<file path="config.mk">
export PLATFORM = sky130hd
export DESIGN_NAME = crc_checked_frame_receiver_flat
export DESIGN_NICKNAME = d
export VERILOG_FILES = /design/src/hdl/crcfr_pkg.sv /design/src/hdl/crcfr_rx_if.sv /design/src/hdl/crcfr_res_if.sv /design/src/hdl/crcfr_in_stage.sv /design/src/hdl/crcfr_parser.sv /design/src/hdl/crc_checked_frame_receiver.sv /design/src/flat_wrapper.sv
export SDC_FILE = /design/constraint.sdc
export NUM_CORES = 1
export LEC_CHECK = 0
export BUFFER_PORTS_ARGS = -buffer_cell sky130_fd_sc_hd__buf_2
export CORE_UTILIZATION = 40
export CTS_BUF_LIST = sky130_fd_sc_hd__clkbuf_16
export CTS_CLUSTER_DIAMETER = 100
export DETAILED_ROUTE_END_ITERATION = 12
export PLACE_DENSITY_LB_ADDON = 0.1
export SYNTH_ARGS = -nofsm -noshare
export SYNTH_HDL_FRONTEND = slang
export SYNTH_SLANG_ARGS = --single-unit
</file>
<file path="constraint.sdc">
create_clock -name clk -period 7.4 [get_ports clk]
set_input_delay 1.48 -clock clk [delete_from_list [all_inputs] [get_ports clk]]
set_output_delay 1.48 -clock clk [all_outputs]
set_load 0.01 [all_outputs]
</file>
<file path="src/hdl/crcfr_pkg.sv">
// crcfr_pkg: types, codes and the crc-8 step shared by the frame receiver
// no dependencies; compile first

package crcfr_pkg;

    // start of frame marker
    localparam logic [7:0] START_BYTE = 8'h24;
    // reflected crc-8 polynomial
    localparam logic [7:0] CRC_POLY = 8'h91;
    // bytes in one value of the body
    localparam int VALUE_BYTES = 4;
    localparam int VALUE_SHIFT = $clog2(VALUE_BYTES);

    // receiver phase
    typedef enum logic [1:0] {
        PH_IDLE  = 2'd0,
        PH_LEN   = 2'd1,
        PH_CHECK = 2'd2,
        PH_BODY  = 2'd3
    } phase_t;

    // result status codes
    typedef enum logic [2:0] {
        ST_BUSY   = 3'd0,
        ST_OK     = 3'd1,
        ST_BADCRC = 3'd2,
        ST_NOMSG  = 3'd3,
        ST_BADLEN = 3'd4
    } status_t;

    // one received byte
    typedef struct packed {
        logic [7:0] rx_byte;
    } rx_item_t;

    // one result item
    typedef struct packed {
        logic [7:0] data_byte;
        logic [7:0] byte_pos;
        logic       last;
        logic [2:0] status;
        logic [5:0] value_count;
    } result_item_t;

    // input register towards the frame parser
    typedef struct packed {
        logic       valid;
        logic [7:0] rx_byte;
    } staged_byte_t;

    // crc-8 over one byte, lsb first, unrolled over the eight bits
    function automatic logic [7:0] crc8_update(input logic [7:0] crc, input logic [7:0] b);
        logic [7:0] c;
        c = crc ^ b;
        for (int k = 0; k < 8; k++)
        begin
            if (c[0])
            begin
                c = c ^ CRC_POLY;
            end
            c = {1'b0, c[7:1]};
        end
        return c;
    endfunction

endpackage

</file>
<file path="src/hdl/crcfr_rx_if.sv">
// crcfr_rx_if: valid/ready channel carrying received bytes
// depends on crcfr_pkg

interface crcfr_rx_if;
    logic                valid;
    logic                ready;
    crcfr_pkg::rx_item_t data;

    modport source (output valid, output data, input ready);
    modport sink (input valid, input data, output ready);
endinterface

</file>
<file path="src/hdl/crcfr_res_if.sv">
// crcfr_res_if: valid/ready channel carrying result items
// depends on crcfr_pkg

interface crcfr_res_if;
    logic                    valid;
    logic                    ready;
    crcfr_pkg::result_item_t data;

    modport source (output valid, output data, input ready);
    modport sink (input valid, input data, output ready);
endinterface

</file>
<file path="src/hdl/crcfr_in_stage.sv">
// crcfr_in_stage: input register in front of the frame parser
// depends on crcfr_pkg and crcfr_rx_if

module crcfr_in_stage (
    input  logic                    clk,
    input  logic                    rst_n,
    crcfr_rx_if.sink                rx,
    input  logic                    take,
    output crcfr_pkg::staged_byte_t staged
);

    logic       valid_reg;
    logic       valid_next;
    logic [7:0] byte_reg;

    // room when empty or when the held byte moves on this cycle
    assign rx.ready = !valid_reg || take;

    always_comb
    begin
        valid_next = valid_reg;
        if (rx.valid && rx.ready)
        begin
            valid_next = 1'b1;
        end
        else if (take)
        begin
            valid_next = 1'b0;
        end
    end

    // valid flag
    always_ff @(posedge clk or negedge rst_n)
    begin
        if (!rst_n)
        begin
            valid_reg <= 1'b0;
        end
        else
        begin
            valid_reg <= valid_next;
        end
    end

    // byte capture on each transfer
    always_ff @(posedge clk)
    begin
        if (rx.valid && rx.ready)
        begin
            byte_reg <= rx.data.rx_byte;
        end
    end

    assign staged.valid   = valid_reg;
    assign staged.rx_byte = byte_reg;

endmodule

</file>
<file path="src/hdl/crcfr_parser.sv">
// crcfr_parser: frame state machine, running crc-8 and result register
// depends on crcfr_pkg and crcfr_res_if

module crcfr_parser (
    input  logic                    clk,
    input  logic                    rst_n,
    input  crcfr_pkg::staged_byte_t staged,
    output logic                    take,
    crcfr_res_if.source             res
);

    crcfr_pkg::phase_t       phase_reg;
    crcfr_pkg::phase_t       phase_next;
    logic [7:0]              frame_length_reg;
    logic [7:0]              frame_length_next;
    logic [7:0]              body_remaining_reg;
    logic [7:0]              body_remaining_next;
    logic [7:0]              expected_check_reg;
    logic [7:0]              expected_check_next;
    logic [7:0]              running_check_reg;
    logic [7:0]              running_check_next;
    logic [7:0]              body_index_reg;
    logic [7:0]              body_index_next;
    logic                    out_valid_reg;
    logic                    out_valid_next;
    crcfr_pkg::result_item_t out_item_reg;
    crcfr_pkg::result_item_t item;
    logic                    has_result;
    logic [7:0]              b;
    logic [7:0]              crc_new;
    logic [7:0]              remaining_dec;
    logic [7:0]              len_minus2;
    logic [5:0]              count;

    assign b             = staged.rx_byte;
    assign crc_new       = crcfr_pkg::crc8_update(running_check_reg, b);
    assign remaining_dec = body_remaining_reg - 8'd1;
    assign len_minus2    = frame_length_reg - 8'd2;
    assign count         = (frame_length_reg < 8'd2) ? 6'd0
                         : len_minus2[7:crcfr_pkg::VALUE_SHIFT];

    // a byte moves on when the result register is free or being emptied
    assign take = staged.valid && (!out_valid_reg || res.ready);

    // next phase
    always_comb
    begin
        phase_next = phase_reg;
        if (take)
        begin
            unique case (phase_reg)
                crcfr_pkg::PH_IDLE:
                begin
                    if (b == crcfr_pkg::START_BYTE)
                    begin
                        phase_next = crcfr_pkg::PH_LEN;
                    end
                end
                crcfr_pkg::PH_LEN:
                begin
                    phase_next = (b == 8'd0) ? crcfr_pkg::PH_IDLE : crcfr_pkg::PH_CHECK;
                end
                crcfr_pkg::PH_CHECK:
                begin
                    phase_next = (frame_length_reg == 8'd1) ? crcfr_pkg::PH_IDLE
                                                            : crcfr_pkg::PH_BODY;
                end
                crcfr_pkg::PH_BODY:
                begin
                    if (remaining_dec == 8'd0)
                    begin
                        phase_next = crcfr_pkg::PH_IDLE;
                    end
                end
                default:
                begin
                    phase_next = crcfr_pkg::PH_IDLE;
                end
            endcase
        end
    end

    // frame registers and the result for the byte in hand
    always_comb
    begin
        frame_length_next   = frame_length_reg;
        body_remaining_next = body_remaining_reg;
        expected_check_next = expected_check_reg;
        running_check_next  = running_check_reg;
        body_index_next     = body_index_reg;
        has_result          = 1'b0;
        item                = '0;
        unique case (phase_reg)
            crcfr_pkg::PH_IDLE:
            begin
                if (b != crcfr_pkg::START_BYTE)
                begin
                    has_result  = 1'b1;
                    item.last   = 1'b1;
                    item.status = crcfr_pkg::ST_NOMSG;
                end
            end
            crcfr_pkg::PH_LEN:
            begin
                if (b == 8'd0)
                begin
                    has_result  = 1'b1;
                    item.last   = 1'b1;
                    item.status = crcfr_pkg::ST_BADLEN;
                end
                else
                begin
                    frame_length_next = b;
                end
            end
            crcfr_pkg::PH_CHECK:
            begin
                expected_check_next = b;
                running_check_next  = 8'd0;
                body_index_next     = 8'd0;
                if (frame_length_reg == 8'd1)
                begin
                    // empty body: crc is zero
                    body_remaining_next = 8'd0;
                    has_result          = 1'b1;
                    item.last           = 1'b1;
                    item.status         = (b == 8'd0) ? crcfr_pkg::ST_OK
                                                      : crcfr_pkg::ST_BADCRC;
                end
                else
                begin
                    body_remaining_next = frame_length_reg - 8'd1;
                end
            end
            crcfr_pkg::PH_BODY:
            begin
                running_check_next  = crc_new;
                body_index_next     = body_index_reg + 8'd1;
                body_remaining_next = remaining_dec;
                has_result          = 1'b1;
                item.data_byte      = b;
                item.byte_pos       = body_index_reg;
                if (remaining_dec == 8'd0)
                begin
                    item.last        = 1'b1;
                    item.status      = (crc_new == expected_check_reg) ? crcfr_pkg::ST_OK
                                                                       : crcfr_pkg::ST_BADCRC;
                    item.value_count = count;
                end
                else
                begin
                    item.status = crcfr_pkg::ST_BUSY;
                end
            end
            default:
            begin
                has_result = 1'b0;
            end
        endcase
    end

    // result register valid
    always_comb
    begin
        out_valid_next = out_valid_reg;
        if (take)
        begin
            out_valid_next = has_result;
        end
        else if (res.ready)
        begin
            out_valid_next = 1'b0;
        end
    end

    // control state
    always_ff @(posedge clk or negedge rst_n)
    begin
        if (!rst_n)
        begin
            phase_reg          <= crcfr_pkg::PH_IDLE;
            frame_length_reg   <= 8'd0;
            body_remaining_reg <= 8'd0;
            expected_check_reg <= 8'd0;
            running_check_reg  <= 8'd0;
            body_index_reg     <= 8'd0;
            out_valid_reg      <= 1'b0;
        end
        else
        begin
            phase_reg     <= phase_next;
            out_valid_reg <= out_valid_next;
            if (take)
            begin
                frame_length_reg   <= frame_length_next;
                body_remaining_reg <= body_remaining_next;
                expected_check_reg <= expected_check_next;
                running_check_reg  <= running_check_next;
                body_index_reg     <= body_index_next;
            end
        end
    end

    // result payload
    always_ff @(posedge clk)
    begin
        if (take && has_result)
        begin
            out_item_reg <= item;
        end
    end

    assign res.valid = out_valid_reg;
    assign res.data  = out_item_reg;

endmodule

</file>
<file path="src/hdl/crc_checked_frame_receiver.sv">
// crc_checked_frame_receiver: length-prefixed frame receiver with crc-8 check
// depends on crcfr_pkg, crcfr_rx_if, crcfr_res_if, crcfr_in_stage, crcfr_parser
//
// usage
//   rx carries one received byte per transfer (valid/ready). a frame is '$',
//   a length byte, a check byte, then length-1 body bytes. res carries one
//   result per body byte (byte, position, status in progress); the result
//   of the last body byte has last set, status ok or bad crc and the value count.
//   a byte other than '$' while idle gives a no-message result; a length of
//   zero gives a bad-length result; start, length and check bytes of a longer
//   frame give no result. a one-byte frame ends on its check byte.
// timing
//   a byte taken from rx is held in the input register; its result is then
//   written into the result register, and a stall of res holds it back. one
//   byte per cycle is sustained while the sink keeps ready high, as the
//   unrolled crc-8 update between the two registers is combinational.
// reset and stall
//   rst_n clears the phase to idle and empties both registers. while the
//   sink holds ready low the result is held stable; a byte can still be taken
//   into an empty input register, after which rx.ready drops until space frees.

module crc_checked_frame_receiver (
    input  logic        clk,
    input  logic        rst_n,
    crcfr_rx_if.sink    rx,
    crcfr_res_if.source res
);

    crcfr_pkg::staged_byte_t staged;
    logic                    take;

    // input register
    crcfr_in_stage u_in_stage (
        .clk    (clk),
        .rst_n  (rst_n),
        .rx     (rx),
        .take   (take),
        .staged (staged)
    );

    // frame parser and result register
    crcfr_parser u_parser (
        .clk    (clk),
        .rst_n  (rst_n),
        .staged (staged),
        .take   (take),
        .res    (res)
    );

endmodule
</file>
<file path="src/flat_wrapper.sv">
// flat-port wrapper written by rule: the top's interface ports become plain ports
module crc_checked_frame_receiver_flat 
  (clk, rst_n, rx_valid, rx_data, rx_ready, res_valid, res_data, res_ready);
  crcfr_rx_if rx_i ();
  crcfr_res_if res_i ();
  input  logic clk;
  input  logic rst_n;
  input wire logic [$bits(rx_i.valid)-1:0] rx_valid;
  input wire logic [$bits(rx_i.data)-1:0] rx_data;
  output wire logic [$bits(rx_i.ready)-1:0] rx_ready;
  output wire logic [$bits(res_i.valid)-1:0] res_valid;
  output wire logic [$bits(res_i.data)-1:0] res_data;
  input wire logic [$bits(res_i.ready)-1:0] res_ready;
  assign rx_i.valid = rx_valid;
  assign rx_i.data = rx_data;
  assign rx_ready = rx_i.ready;
  assign res_valid = res_i.valid;
  assign res_data = res_i.data;
  assign res_i.ready = res_ready;
  crc_checked_frame_receiver u_core (.clk(clk), .rst_n(rst_n), .rx(rx_i), .res(res_i));
endmodule
</file>
* Yosys cells after proc, flatten, opt, wreduce, memory -nomap -nowiden
Index checks and enable logic that the tools add are counted.
Storage, ports and cells: flip-flop bits (word level) 78, input port bits 12, output and inout bits 28, word-level logic and storage cells 91
Cells by class: $add $sub $neg 4, muxes and demuxes 33, bitwise gates (word level) 12, magnitude comparators 1, eq/ne operators 9, reduce and logical (&&, ||, !) cells 18
Operators by type and width (count):
- 8-bit 2-to-1 mux | 9
- 8-bit case mux with 2 select lines | 3
- 2-bit inverter with 3-bit output | 7
- 8-bit logical NOT | 2
- 4-bit case mux with 4 select lines | 1
- 8-bit by 1-bit subtractor with 8-bit output (second input constant) | 2
- 2-bit 2-to-1 mux | 7
- 4-bit 2-to-1 mux | 3
- 8-bit by 1-bit adder with 8-bit output (second input constant) | 1
- 7-bit by 8-bit == test with 1-bit output | 1
- 8-bit by 1-bit == test with 1-bit output (second input constant) | 1
- 8-bit by 6-bit == test with 1-bit output (second input constant) | 1
- 8-bit by 2-bit less-than comparator with 1-bit output (second input constant) | 1
- 1-bit 2-to-1 mux | 8
- 8-bit by 6-bit != test with 1-bit output (second input constant) | 1
- 2-bit case mux with 4 select lines | 1
- 8-bit by 2-bit subtractor with 8-bit output (second input constant) | 1
- 8-bit bitwise XOR | 1
- 3-bit AND reduction | 2
- 2-bit nonzero test | 3
- 2-bit == test (second input constant) | 2
- 2-bit != test (second input constant) | 2
- 1-bit case mux with 4 select lines | 1
- 2-bit AND reduction | 2
- 8 further kinds | 14

* Longest topological paths before layout
Gate-level depths: netlist of the first run.
depth in word-level cells 21, gate-level depth with buffers 8, depth with buffers taken out 8

* Cells and area by module
A second synthesis of the first run with hierarchy kept.
Second synthesis, totals: cell total of the unflattened synthesis 345, area, all modules 3980.1 um2
By module, submodules not included:
- crcfr_parser | cells each 332, area an instance 3678.5 um2, times used 1, seq. area each 1831.8 um2
- crcfr_in_stage | cells each 13, area an instance 301.5 um2, times used 1, seq. area each 265.3 um2

* Worst setup path after synthesis of the first run
OpenSTA, ideal clock, no wires.
kind in2reg, start in res_ready, end reg u_core.u_parser.out_item_reg (netlist bit u_core.u_parser.res.data[0]) (enable), path buffers 0, path slack 3.427 ns, data required time 6.958 ns, arrival 3.531 ns, stages on the path 3, library setup time 0.442 ns, cells stage by stage nand2b_1 -> nand2_1 -> nor3_1
Between the ends: cells in the longest elaborated chain, start to end 3
Ends and longest elaborated chain:
- from (decl) | line flat_wrapper.sv:13 | input wire logic [$bits(res_i.ready)-1:0] res_ready;
- 1-bit logical OR | line crcfr_parser.sv:43 | assign take = staged.valid && (!out_valid_reg || res.ready);
- 1-bit logical AND | line crcfr_parser.sv:43
- 1-bit logical AND | line crcfr_parser.sv:207 | if (take && has_result)
- to (signal assigned) | line crcfr_parser.sv:209 | out_item_reg <= item;
- to (decl) | line crcfr_parser.sv:26 | crcfr_pkg::result_item_t out_item_reg;
No other way between the ends. A chain may end at the register's enable or synchronous reset.

* Worst setup path after layout of the first run
start in res_ready, end out rx_ready
Between the ends: cells in the longest elaborated chain, start to end 3
Ends and longest elaborated chain:
- 1-bit logical OR | line crcfr_parser.sv:43
- 1-bit logical AND | line crcfr_parser.sv:43
- 1-bit logical OR | line crcfr_in_stage.sv:17 | assign rx.ready = !valid_reg || take;
- to (decl) | line flat_wrapper.sv:10 | output wire logic [$bits(rx_i.ready)-1:0] rx_ready;
No other way between the ends.

==> qor.txt, run 1 <==
crit path capture type -> output port
Root Buffer -> clkbuf_16
Final Non-Filler Cells -> 507
CP max stage cell -> or2_2
Fmax achieved -> 271 MHz
Post-Synth Simple-Gate Area -> 15.3%
Compound-Gate Fraction of Synth Area -> 10.2%
Min-Delay Path Class -> reg -> reg
clk buf depth -> 2
slew of the pin with the lowest slew margin -> 1030 ps
Adder-Cell Fraction of Synth Area -> 2.29%
final worst-path cycle share -> 49.8%
setup TNS -> 0 ps
core area -> 9240 µm²
die area -> 9960 µm²
DR WL/cell -> 15.7 µm
Post-synth EDFFs -> 34
antenna fix cells -> 0
DRT Pass-1 Iters -> 4
largest family of logic cells by synthesized area -> simple AND/OR/NAND/NOR gates
Cells after Synth -> 340
share of cells above drive strength 1 -> 21.4%
clock-pin slew on the worst setup and hold paths -> 60 ps
Area growth syn-to-layout -> 15.2%
Pins Over Slew Limit -> 0
# resized after CTS -> 0
initial antenna violation count -> 0
clk sinks -> 77
Crit path max-delay family -> simple AND/OR/NAND/NOR gates
crit path DAT -> 2210 ps
Slew Limit Headroom -> 30.9%
FFs w/ async S/R, synth -> 55.8%
global-route wire length before repair -> 13.4 mm
Max-Cap Viols -> 0
worst path cell trace -> buf_2, nand2b_1, or2_2, buf_2
placed wire-length estimate -> 5.49 mm
# hold bufs at CTS -> 0
Final ANT Viol Nets -> 0
critical path buffer and inverter count -> 2
GRT Util Overall -> 17.7%
chip height -> 99.8 µm
RSZ-0062 raised after global routing -> no
Crit Path Class -> in -> out
worst skew pair latency -> 340 ps
Syn Nets -> 359
Post-Syn Area per Cell -> 11.3 µm²
flops & latches, synth -> 77
mux cell area share after synthesis -> 5.76%
crit path max fanout -> 5
DR DRC count -> 0
H-tree depth -> 3
synth warn -> 0
num rows -> 35
Num CTS Buffers -> 9
Max IR drop VDD -> 0.207 mV
Starting Density -> 41.4%
Cell Area, Synth -> 3830 µm²
initial DRC count -> 131
Top FF cell, synth -> dfrtp_1
CP max stage delay -> 310 ps
Hold Vio Cnt, Final -> 0
DR vias -> 2618
Ports -> 40
Synth Area in XOR/XNOR -> 8.99%
global placer's final weighted congestion -> 0.825
Static Leak -> 0.00182 µW
Netlist cell types -> 45
pin count of the biggest net entering global routing -> 44
Tmin final -> 3690 ps
setup repair bufs after CTS -> 0
# placed instances -> 491
CTS tree -> yes
Fillers -> 880
GR Overflow Total -> 0
PwrDens -> 442 nW/µm²
Data required, critical path -> 5920 ps
max reg flops -> 26
sequential share of the synthesized area -> 54.8%
setup violators final -> 0
status -> finished clean
vias per cell -> 5.16
critical path's most frequent cell -> buf_2
startpoint type of the worst setup path -> input port
Port Buffers -> 39
Die W -> 99.8 µm
number of global-route vias before repair -> 2580
Total Wirelength -> 7.94 mm
Clock Skew -> 10.2 ps
Final nets -> 392
==> layout by cell type (no fill, tap or decap), types with 2 or more instances in the layout <==
master	instances
clkbuf_16	9
xor2_1	16
nor3_2	2
nand3_1	11
nor4_1	3
o32a_1	3
a22o_1	9
o211ai_1	2
nand2b_1	2
mux2_2	16
clkinvlp_4	2
inv_6	4
o21ai_0	21
nor2_1	21
nand2_1	33
dfrtp_1	43
a31oi_1	2
and3_1	20
inv_1	8
nor2b_1	3
and2_1	3
or3_1	2
a21o_1	3
buf_2	39
a21oi_1	9
nor3_1	10
edfxtp_1	34
mux2i_1	4
xnor2_1	16
ha_1	7
o31ai_1	4
==> worst register-to-register path: stages, from the launching register on <==
cell and delay, ps:
edfxtp_1 510, nor4_1 320, nand2_1 90, or3_1 410, nand2_1 120, o21ai_0 150
nor3_2 830, buf_4 390
==> where the power goes <==
part	total [µW]	internal (µW)	switching [µW]
clock network	425	234	191
logic	745	350	395
registers	777	627	150
==> path summary, 6_finish.rpt <==
path,startpoint,end,slack (ps),depth (start not counted)
worst min register to register,u_core.u_parser.running_check_reg[6]$_DFFE_PN0P_,u_core.u_parser.running_check_reg[6]$_DFFE_PN0P_,500,2
min in group asynchronous,rst_n,u_core.u_parser.body_remaining_reg[5]$_DFFE_PN0P_,1300,1
worst max register to register,u_core.u_in_stage.byte_reg[3]$_DFFE_PP_,u_core.u_parser.res.data[22]$_SDFFCE_PN0P_,4260,7
worst max-delay path,res_ready,rx_ready,3710,4
worst min-delay path,u_core.u_parser.running_check_reg[6]$_DFFE_PN0P_,u_core.u_parser.running_check_reg[6]$_DFFE_PN0P_,500,2
max in group asynchronous,rst_n,u_core.u_parser.body_remaining_reg[3]$_DFFE_PN0P_,5470,1
==> logic make-up (layout without fill, tap and decap cells) <==
group,Yosys count,count (layout)
XOR/XNOR,35,35
buffers and inverters,26,64
AO/OA/AOI/OAI,58,58
multiplexers,20,20
flip-flops,77,77
adder cells (fa/ha/maj),7,7
AND/OR/NAND/NOR,117,117
==> stage by stage <==
step           hold slack (ps)  worst slack, ps  power (µW)  cell area (µm²)  utilization [%]
6_report                   500             3710        1950             4410             47.7
5_1_grt                    535             3650        2100             4410             47.7
4_1_cts                    505             3710        1970             4410             47.7
3_5_place_dp               491             3710        1540             4120             44.6
3_3_place_gp               483             3710        1520             4120             44.6
2_1_floorplan              469             3430        1350             3830                -
==> metal layers <==
metal	GRT usage [%]	part of all wire, %
met5	0	0
met4	7.24	1.7
met3	3.97	2.5
met2	28.8	49
met1	23.0	47
==> synth_stat cells, drive strengths merged (4+ instances only) <==
library cell  instances  area share, %
nor3                 12            1.7
and3                 21            3.5
xor2                 17            4.1
o21ai                21            2.7
ha                    7            2.3
a21oi                 9            1.2
dfrtp                43             28
nand3                11            1.4
o31ai                 4           0.78
nand2                34            3.4
and2                  4           0.69
clkbuf               16            1.6
nor2                 21            2.1
mux2i                 4            1.0
inv                   8           0.78
edfxtp               34             27
a22o                  9            2.1
xnor2                16            3.7
mux2                 16            4.7
==> area by class of cell <==
cell class                 instances  area [µm²]  area share, %
sequential                        77        2100           47.6
multi-input combinational        237        1630           37.0
clock buffer                       9         225           5.11
timing repair buffer              40         203           4.60
tap                              129         161           3.66
clock inverter                     7        61.3           1.39
inverter                           8        30.0          0.681
No activity file was read; power rests on OpenSTA's default activity.
==> inputs of run 2 (changes only) <==
Settings changed: ABC_AREA set to 1.
Clock period 7.4 ns to 3.3 ns, I/O delays scaled along.
==> run 2 against run 1 <==
  * Total power is 120% higher
  * Sequential share of layout area is 2.2 points lower
  * Clock-buffer cell count is the same
  * Largest power group is now combinational cells
==> qor.txt, run 2 <==
status -> finished clean
setup TNS -> 0 ps (unchanged)
setup repair bufs after CTS -> 0 (unchanged)
area of the multi-input gates -> 1660 µm² (+1.5%)
placed wire-length estimate -> 6.60 mm (+20%)
Static Leak -> 0.00211 µW (+16%)
FFs w/ async S/R, synth -> 55.8% (unchanged)
Worst Reg-to-Reg Cells -> 8 (+1)
Tmin final -> 2220 ps
mux cell area share after synthesis -> 0% (-5.8 points)
Fmax achieved -> 451 MHz
chip height -> 102 µm (+2.2%)
H-tree depth -> 3 (unchanged)
DR DRC count -> 0 (unchanged)
commonest non-fill, non-tap cell in the layout -> nand2_1
Net Sw Power -> 1820 µW (+150%)
vias per cell -> 4.94 (-4.3%)
Final Non-Filler Cells -> 641 (+26%)
Crit Path Class -> reg -> reg
Synth area leader -> dfrtp_1
Flop pwr share -> 37.7% (-2.2 points)
sequential share of the synthesized area -> 52.5% (-2.4 points)
PwrDens -> 929 nW/µm² (+110%)
RSZ-0062 raised after global routing -> no
die area -> 10400 µm² (+4.4%)
Ports -> 40 (unchanged)
initial antenna violation count -> 0 (unchanged)
DR vias -> 3168 (+21%)
Hold Vio Cnt, Final -> 0 (unchanged)
reg2reg setup slack -> 1080 ps (-3180 ps)
Pins Over Slew Limit -> 0 (unchanged)
global-route wire length before repair -> 14.9 mm (+11%)
Max IR drop VDD -> 0.316 mV (+52%)
worst skew pair latency -> 340 ps (about the same)
hold depth -> 2 (unchanged)
GRT Util Overall -> 19.2% (+1.4 points)
Top FF cell, synth -> dfrtp_1
# hold bufs at CTS -> 0 (unchanged)
# resized after CTS -> 0 (unchanged)
crit path capture type -> flip-flop
crit path DAT -> 2210 ps (about the same)
Area growth syn-to-layout -> 15.7%
Hold Worst Slack -> 492 ps (-8.34 ps)
core area -> 9730 µm² (+5.3%)
cell with the most instances after synthesis -> nand2_1
Total Wirelength -> 9.06 mm (+14%)
antenna fix cells -> 0 (unchanged)
Switching Fraction -> 42.3% (+4.5 points)
share of cells above drive strength 1 -> 20.7% (-0.76 points)
clk sinks -> 77 (unchanged)
Fillers -> 979 (+11%)
Cell Area, Synth -> 4000 µm² (+4.5%)
worst r2r src -> u_core.u_in_stage.byte_reg[3]$_DFFE_PP_
final worst-path cycle share -> 67.2%
CTS tree -> yes
reg2reg end -> u_core.u_parser.res.data[1]$_SDFFCE_PP0P_
Final Worst Setup Slack -> 1080 ps (-2630 ps)
Netlist cell types -> 40 (-11%)
number of global-route vias before repair -> 3007 (+17%)
largest family of logic cells by synthesized area -> simple AND/OR/NAND/NOR gates
clk buf depth -> 2 (unchanged)
DRT Pass-1 Iters -> 4 (unchanged)
synth warn -> 0 (unchanged)
Slew Limit Headroom -> 31.4% (+0.46 points)
CP max stage delay -> 490 ps (+180 ps)
slew of the pin with the lowest slew margin -> 1030 ps (-4.46 ps)
Sequential Area -> 2100 µm² (unchanged)
startpoint type of the worst setup path -> flip-flop
GR Overflow Total -> 0 (unchanged)
DR WL/cell -> 14.1 µm (-9.7%)
setup violators final -> 0 (unchanged)
CP max stage cell -> edfxtp_1
Min-Delay Path Class -> reg -> reg
total power -> 4300 µW (+120%)
power share of the combinational group -> 40.5% (+2.2 points)
num rows -> 36 (+2.9%)
Data required, critical path -> 3300 ps (-2620 ps)
Yosys top cell area share -> 26.9% (-1.2 points)
Final nets -> 522 (+33%)
Clock Skew -> 9.87 ps (-0.308 ps)
min-delay src -> u_core.u_parser.frame_length_reg[1]$_DFFE_PN0P_
Starting Density -> 41.1% (-0.32 points)
pin count of the biggest net entering global routing -> 44 (unchanged)
flops & latches, synth -> 77 (unchanged)
top cells by count, synth -> nand2_1 (124), dfrtp_1 (43), inv_1 (42)
Die W -> 102 µm (+2.2%)
commonest cells after routing, fill and taps aside -> nand2_1 (124), dfrtp_1 (43), inv_1 (42), buf_2 (39), nor2_1 (38)
Clock power frac -> 21.8% (about the same)
Synth Area in XOR/XNOR -> 2.38% (-6.6 points)
max reg flops -> 26 (unchanged)
Root Buffer -> clkbuf_16
top cells by area, synth -> dfrtp_1 (27%), edfxtp_1 (26%), nand2_1 (12%)
Num CTS Buffers -> 9 (unchanged)
Final ANT Viol Nets -> 0 (unchanged)
global placer's final weighted congestion -> 0.839 (+1.6%)
Post-Synth Simple-Gate Area -> 27.8% (+12 points)
crit path max fanout -> 26 (+21)
clock-pin slew on the worst setup and hold paths -> 60 ps (about the same)
# placed instances -> 625 (+27%)
dpl ws -> 1070 ps (-2640 ps)
Compound-Gate Fraction of Synth Area -> 8.83% (-1.4 points)
initial DRC count -> 131 (unchanged)
worst setup path start -> u_core.u_in_stage.byte_reg[3]$_DFFE_PP_
Adder-Cell Fraction of Synth Area -> 2.19% (-0.098 points)
Max-Cap Viols -> 0 (unchanged)
Int Pwr -> 2480 µW (+100%)
Port Buffers -> 39 (unchanged)
Post-Syn Area per Cell -> 8.73 µm² (-22%)
Hold Crit Endpoint -> u_core.u_parser.frame_length_reg[1]$_DFFE_PN0P_
worst path cell trace -> inv_1, nand4_1, nor3_2, nand2_1, nand3_1, nor2_1, nor3_4, buf_4
Post-synth EDFFs -> 34 (unchanged)
Syn Nets -> 477 (+33%)
Cells after Synth -> 458 (+35%)
==> run 2: cell count changes after synthesis, moves of 9 or more <==
cell and change:
inv_2 +14, o21ai_1 +14, nand2_1 +91, xor2_1 -10, a22o_1 -9, clkbuf_1 -14
xnor2_1 -13, nand3_1 +13, mux2_2 -16, nor2_1 +17, and3_1 -20, inv_1 +34
==> run 2: worst max-delay path by stage <==
| stage | endpoint | slack (ps) | cells past startpoint |
|---|---|---|---|
| 2_1_floorplan | u_core.u_parser.res.data[0]$_SDFFCE_PP0P_ | 710 | 10 |
| 3_3_place_gp | u_core.u_parser.body_remaining_reg[0]$_DFFE_PN0P_ | 1100 | 4 |
| 3_5_place_dp | u_core.u_parser.res.data[1]$_SDFFCE_PP0P_ | 1070 | 8 |
| 4_1_cts | u_core.u_parser.res.data[0]$_SDFFCE_PP0P_ | 1060 | 8 |
| 5_1_grt | u_core.u_parser.res.data[0]$_SDFFCE_PP0P_ | 930 | 8 |
| 6_report | u_core.u_parser.res.data[1]$_SDFFCE_PP0P_ | 1080 | 8 |
==> run 2: cells by family after synthesis <==
logic type | Yosys count
DFF | 77
adders and majority gates | 7
AOI/OAI and AO/OA | 65
and+or+nand+nor | 235
buffers and inverters | 64
xor gates and xnor gates | 10
==> run 2: power by group through the flow <==
stage	Sequential [µW]	Combinational (µW)	Clock, µW
finish	1620	1740	937
detailed placement	1630	1760	0
CTS	1620	1760	963
global placement	1630	1740	0
floorplan	1620	1260	0
global route	1670	1980	996
==> run 2: per-layer routing <==
metal / global-route usage, % / vias to the layer above / routed length (µm)
met2: 31.5 / 65 / 4280
met5: 0 / - / 0
met4: 8.35 / 0 / 195
met3: 3.01 / 16 / 273
met1: 25.2 / 1480 / 4320
li1: - / 1607 / -
==> run 2: per-stage QoR <==
| stage | instance area, µm² | utilization, % |
|---|---|---|
| 4_1_cts | 4630 | 47.5 |
| 2_1_floorplan | 4000 | - |
| 3_3_place_gp | 4350 | 44.7 |
| 3_5_place_dp | 4350 | 44.7 |
| 6_report | 4630 | 47.5 |
| 5_1_grt | 4630 | 47.5 |
==> run 2: area by class of cell <==
class                   instances  area share, %
clock buffers                   9           4.87
clock inverters                 7           1.19
inverters                      57           4.65
multi-input cells             317           35.8
flip-flops and latches         77           45.3
well taps                     133           3.60
repair buffers                 41           4.54
==> run 2: critical path, delay by kind of cell (launching register included) <==
kind                   cells  cell delay (ps)
buffers and inverters      2              530
DFF                        1              490
and+or+nand+nor            6              840
==> inputs of run 3 (changes only) <==
Settings changed: ABC_AREA 1 to 0.
Clock period 3.3 ns to 2.3 ns, I/O delays scaled along.
==> run 3 against run 2 <==
  * Register-to-register slack worse by 940 ps
  * Highest routed layer unchanged
  * Combinational power up 59%
  * Sequential cell count did not move
  * Critical endpoint is now u_core.u_parser.res.data[6]$_DFFE_PP_
  * Setup slack worse by 940 ps
==> qor.txt, run 3 (synthesized netlist as in run 1, its figures left out) <==
Static Leak -> 0.00198 µW (-6.0%)
Final ANT Viol Nets -> 0 (unchanged)
commonest non-fill, non-tap cell in the layout -> dfrtp_1
Total Wirelength -> 8.57 mm (-5.5%)
Port Buffers -> 39 (unchanged)
Int Pwr -> 4100 µW (+65%)
Hold Vio Cnt, Final -> 0 (unchanged)
global placer's final weighted congestion -> 0.814 (-3.0%)
Data required, critical path -> 2390 ps (-910 ps)
core area -> 9240 µm² (-5.0%)
Min-Delay Path Class -> in -> async
clk sinks -> 77 (unchanged)
GR Overflow Total -> 0 (unchanged)
Crit Path Class -> reg -> reg
Slew Limit Headroom -> 60.5% (+29 points)
crit path capture type -> flip-flop
final worst-path cycle share -> 93.6% (+26 points)
Switching Fraction -> 37.5% (-4.7 points)
Max IR drop VDD -> 0.629 mV (+99%)
worst skew pair latency -> 340 ps (about the same)
placed wire-length estimate -> 6.24 mm (-5.4%)
Fmax achieved -> 464 MHz (+2.9%)
initial DRC count -> 111 (-15%)
Tmin final -> 2150 ps (-62.3 ps)
clk buf depth -> 2 (unchanged)
DR DRC count -> 0 (unchanged)
Clock Skew -> 8.47 ps (-1.39 ps)
crit path max fanout -> 6 (-77%)
Max-Cap Viols -> 0 (unchanged)
DR vias -> 2712 (-14%)
max reg flops -> 26 (unchanged)
Clock power frac -> 20.7% (-1.1 points)
number of global-route vias before repair -> 2744 (-8.7%)
DR WL/cell -> 15.9 µm (+13%)
GRT Util Overall -> 18.8% (-0.34 points)
Root Buffer -> clkbuf_16
Net Sw Power -> 2460 µW (+36%)
Pins Over Slew Limit -> 0 (unchanged)
pin count of the biggest net entering global routing -> 21 (-52%)
startpoint type of the worst setup path -> flip-flop
initial antenna violation count -> 0 (unchanged)
CTS tree -> yes
Final Worst Setup Slack -> 146 ps (-938 ps)
num rows -> 35 (-2.8%)
Die W -> 99.8 µm (-2.1%)
reg2reg end -> u_core.u_parser.res.data[6]$_DFFE_PP_
Starting Density -> 41.4% (+0.32 points)
DRT Pass-1 Iters -> 4 (unchanged)
status -> finished clean
Num CTS Buffers -> 9 (unchanged)
crit path DAT -> 2250 ps (+40 ps)
Ports -> 40 (unchanged)
vias per cell -> 5.04 (+2.0%)
Area growth syn-to-layout -> 22.6%
clock-pin slew on the worst setup and hold paths -> 70 ps (about the same)
chip height -> 99.8 µm (-2.1%)
Sequential Area -> 2100 µm² (unchanged)
H-tree depth -> 3 (unchanged)
Fillers -> 847 (-13%)
# hold bufs at CTS -> 0 (unchanged)
RSZ-0062 raised after global routing -> no
worst r2r src -> u_core.u_in_stage.byte_reg[3]$_DFFE_PP_
Flop pwr share -> 37.3% (-0.4 points)
reg2reg setup slack -> 150 ps (-940 ps)
area of the multi-input gates -> 1670 µm² (+0.76%)
PwrDens -> 1400 nW/µm² (+51%)
die area -> 9960 µm² (-4.2%)
commonest cells after routing, fill and taps aside -> dfrtp_1 (43), buf_2 (39), edfxtp_1 (34), nand2_1 (32), buf_4 (31)
power share of the combinational group -> 42.1% (+1.6 points)
dpl ws -> 77.1 ps (-994 ps)
share of cells above drive strength 1 -> 28.6% (+7.9 points)
setup violators final -> 0 (unchanged)
global-route wire length before repair -> 14.0 mm (-6.1%)
antenna fix cells -> 0 (unchanged)
Worst Reg-to-Reg Cells -> 7 (-1)
Final nets -> 423 (-19%)
slew of the pin with the lowest slew margin -> 593 ps (-436 ps)
setup TNS -> 0 ps (unchanged)
[run 3: per-layer routing]
layer,wire length [µm],up-vias,track usage [%],share of wire [%]
li1,-,1350,-,-
met1,3800,1315,23.6,44
met2,4390,35,32.0,51
met3,208,12,2.86,2.4
met4,170,0,8.94,2.0
met5,0,-,0,0
[run 3: layout make-up]
| cell class | instances | area share, % |
|---|---|---|
| Sequential cell | 77 | 44.7 |
| Multi-Input combinational cell | 237 | 35.6 |
| Timing Repair Buffer | 71 | 9.55 |
| Clock buffer | 9 | 4.80 |
| Tap cell | 129 | 3.44 |
| Clock inverter | 7 | 1.28 |
| Inverter | 8 | 0.640 |
[run 3: metrics by stage]
step           power (µW)  hold WS [ps]  instance area (µm²)  instances  utilization [%]
2_1_floorplan        4350           164                 3850        340                -
3_3_place_gp         5170           407                 4360        518             47.1
3_5_place_dp         5230           408                 4360        518             47.1
4_1_cts              6590          47.9                 4640        534             50.2
5_1_grt              7030          62.8                 4690        538             50.8
6_report             6560          40.7                 4690        538             50.8
[run 3: how the worst max path moves through the flow]
| stage | from | to | cells past startpoint | slack (ps) |
|---|---|---|---|---|
| after floorplan | u_core.u_in_stage.byte_reg[6]$_DFFE_PP_ | u_core.u_parser.res.data[0]$_SDFFCE_PP0P_ | 6 | -90 |
| after global placement | u_core.u_in_stage.byte_reg[3]$_DFFE_PP_ | u_core.u_parser.res.data[7]$_DFFE_PP_ | 6 | 90 |
| after detailed placement | u_core.u_in_stage.byte_reg[3]$_DFFE_PP_ | u_core.u_parser.res.data[7]$_DFFE_PP_ | 6 | 80 |
| after CTS | u_core.u_in_stage.byte_reg[3]$_DFFE_PP_ | u_core.u_parser.res.data[7]$_DFFE_PP_ | 6 | 60 |
| after global routing | u_core.u_in_stage.byte_reg[2]$_DFFE_PP_ | u_core.u_parser.res.data[7]$_DFFE_PP_ | 6 | 10 |
| final | u_core.u_in_stage.byte_reg[3]$_DFFE_PP_ | u_core.u_parser.res.data[6]$_DFFE_PP_ | 7 | 150 |
[run 3: critical path, cell delays in order (launching register included)]
cell	delay, ps
edfxtp_1	500
buf_4	190
xnor2_1	310
xnor2_1	120
and3_1	190
o211ai_1	270
nor3_1	80
a32o_1	240
[run 3: power by group through the flow]
stage	clock [µW]	sequential (µW)	combinational, µW
floorplan	0	2410	1940
global placement	0	2460	2710
detailed placement	0	2470	2760
CTS	1380	2440	2770
global route	1430	2520	3080
finish	1360	2440	2760
[run 3: timing repair]
item,CTS,global route
buffers inserted,0,4
gates resized for setup,0,3
endpoints found under the setup margin,0,13
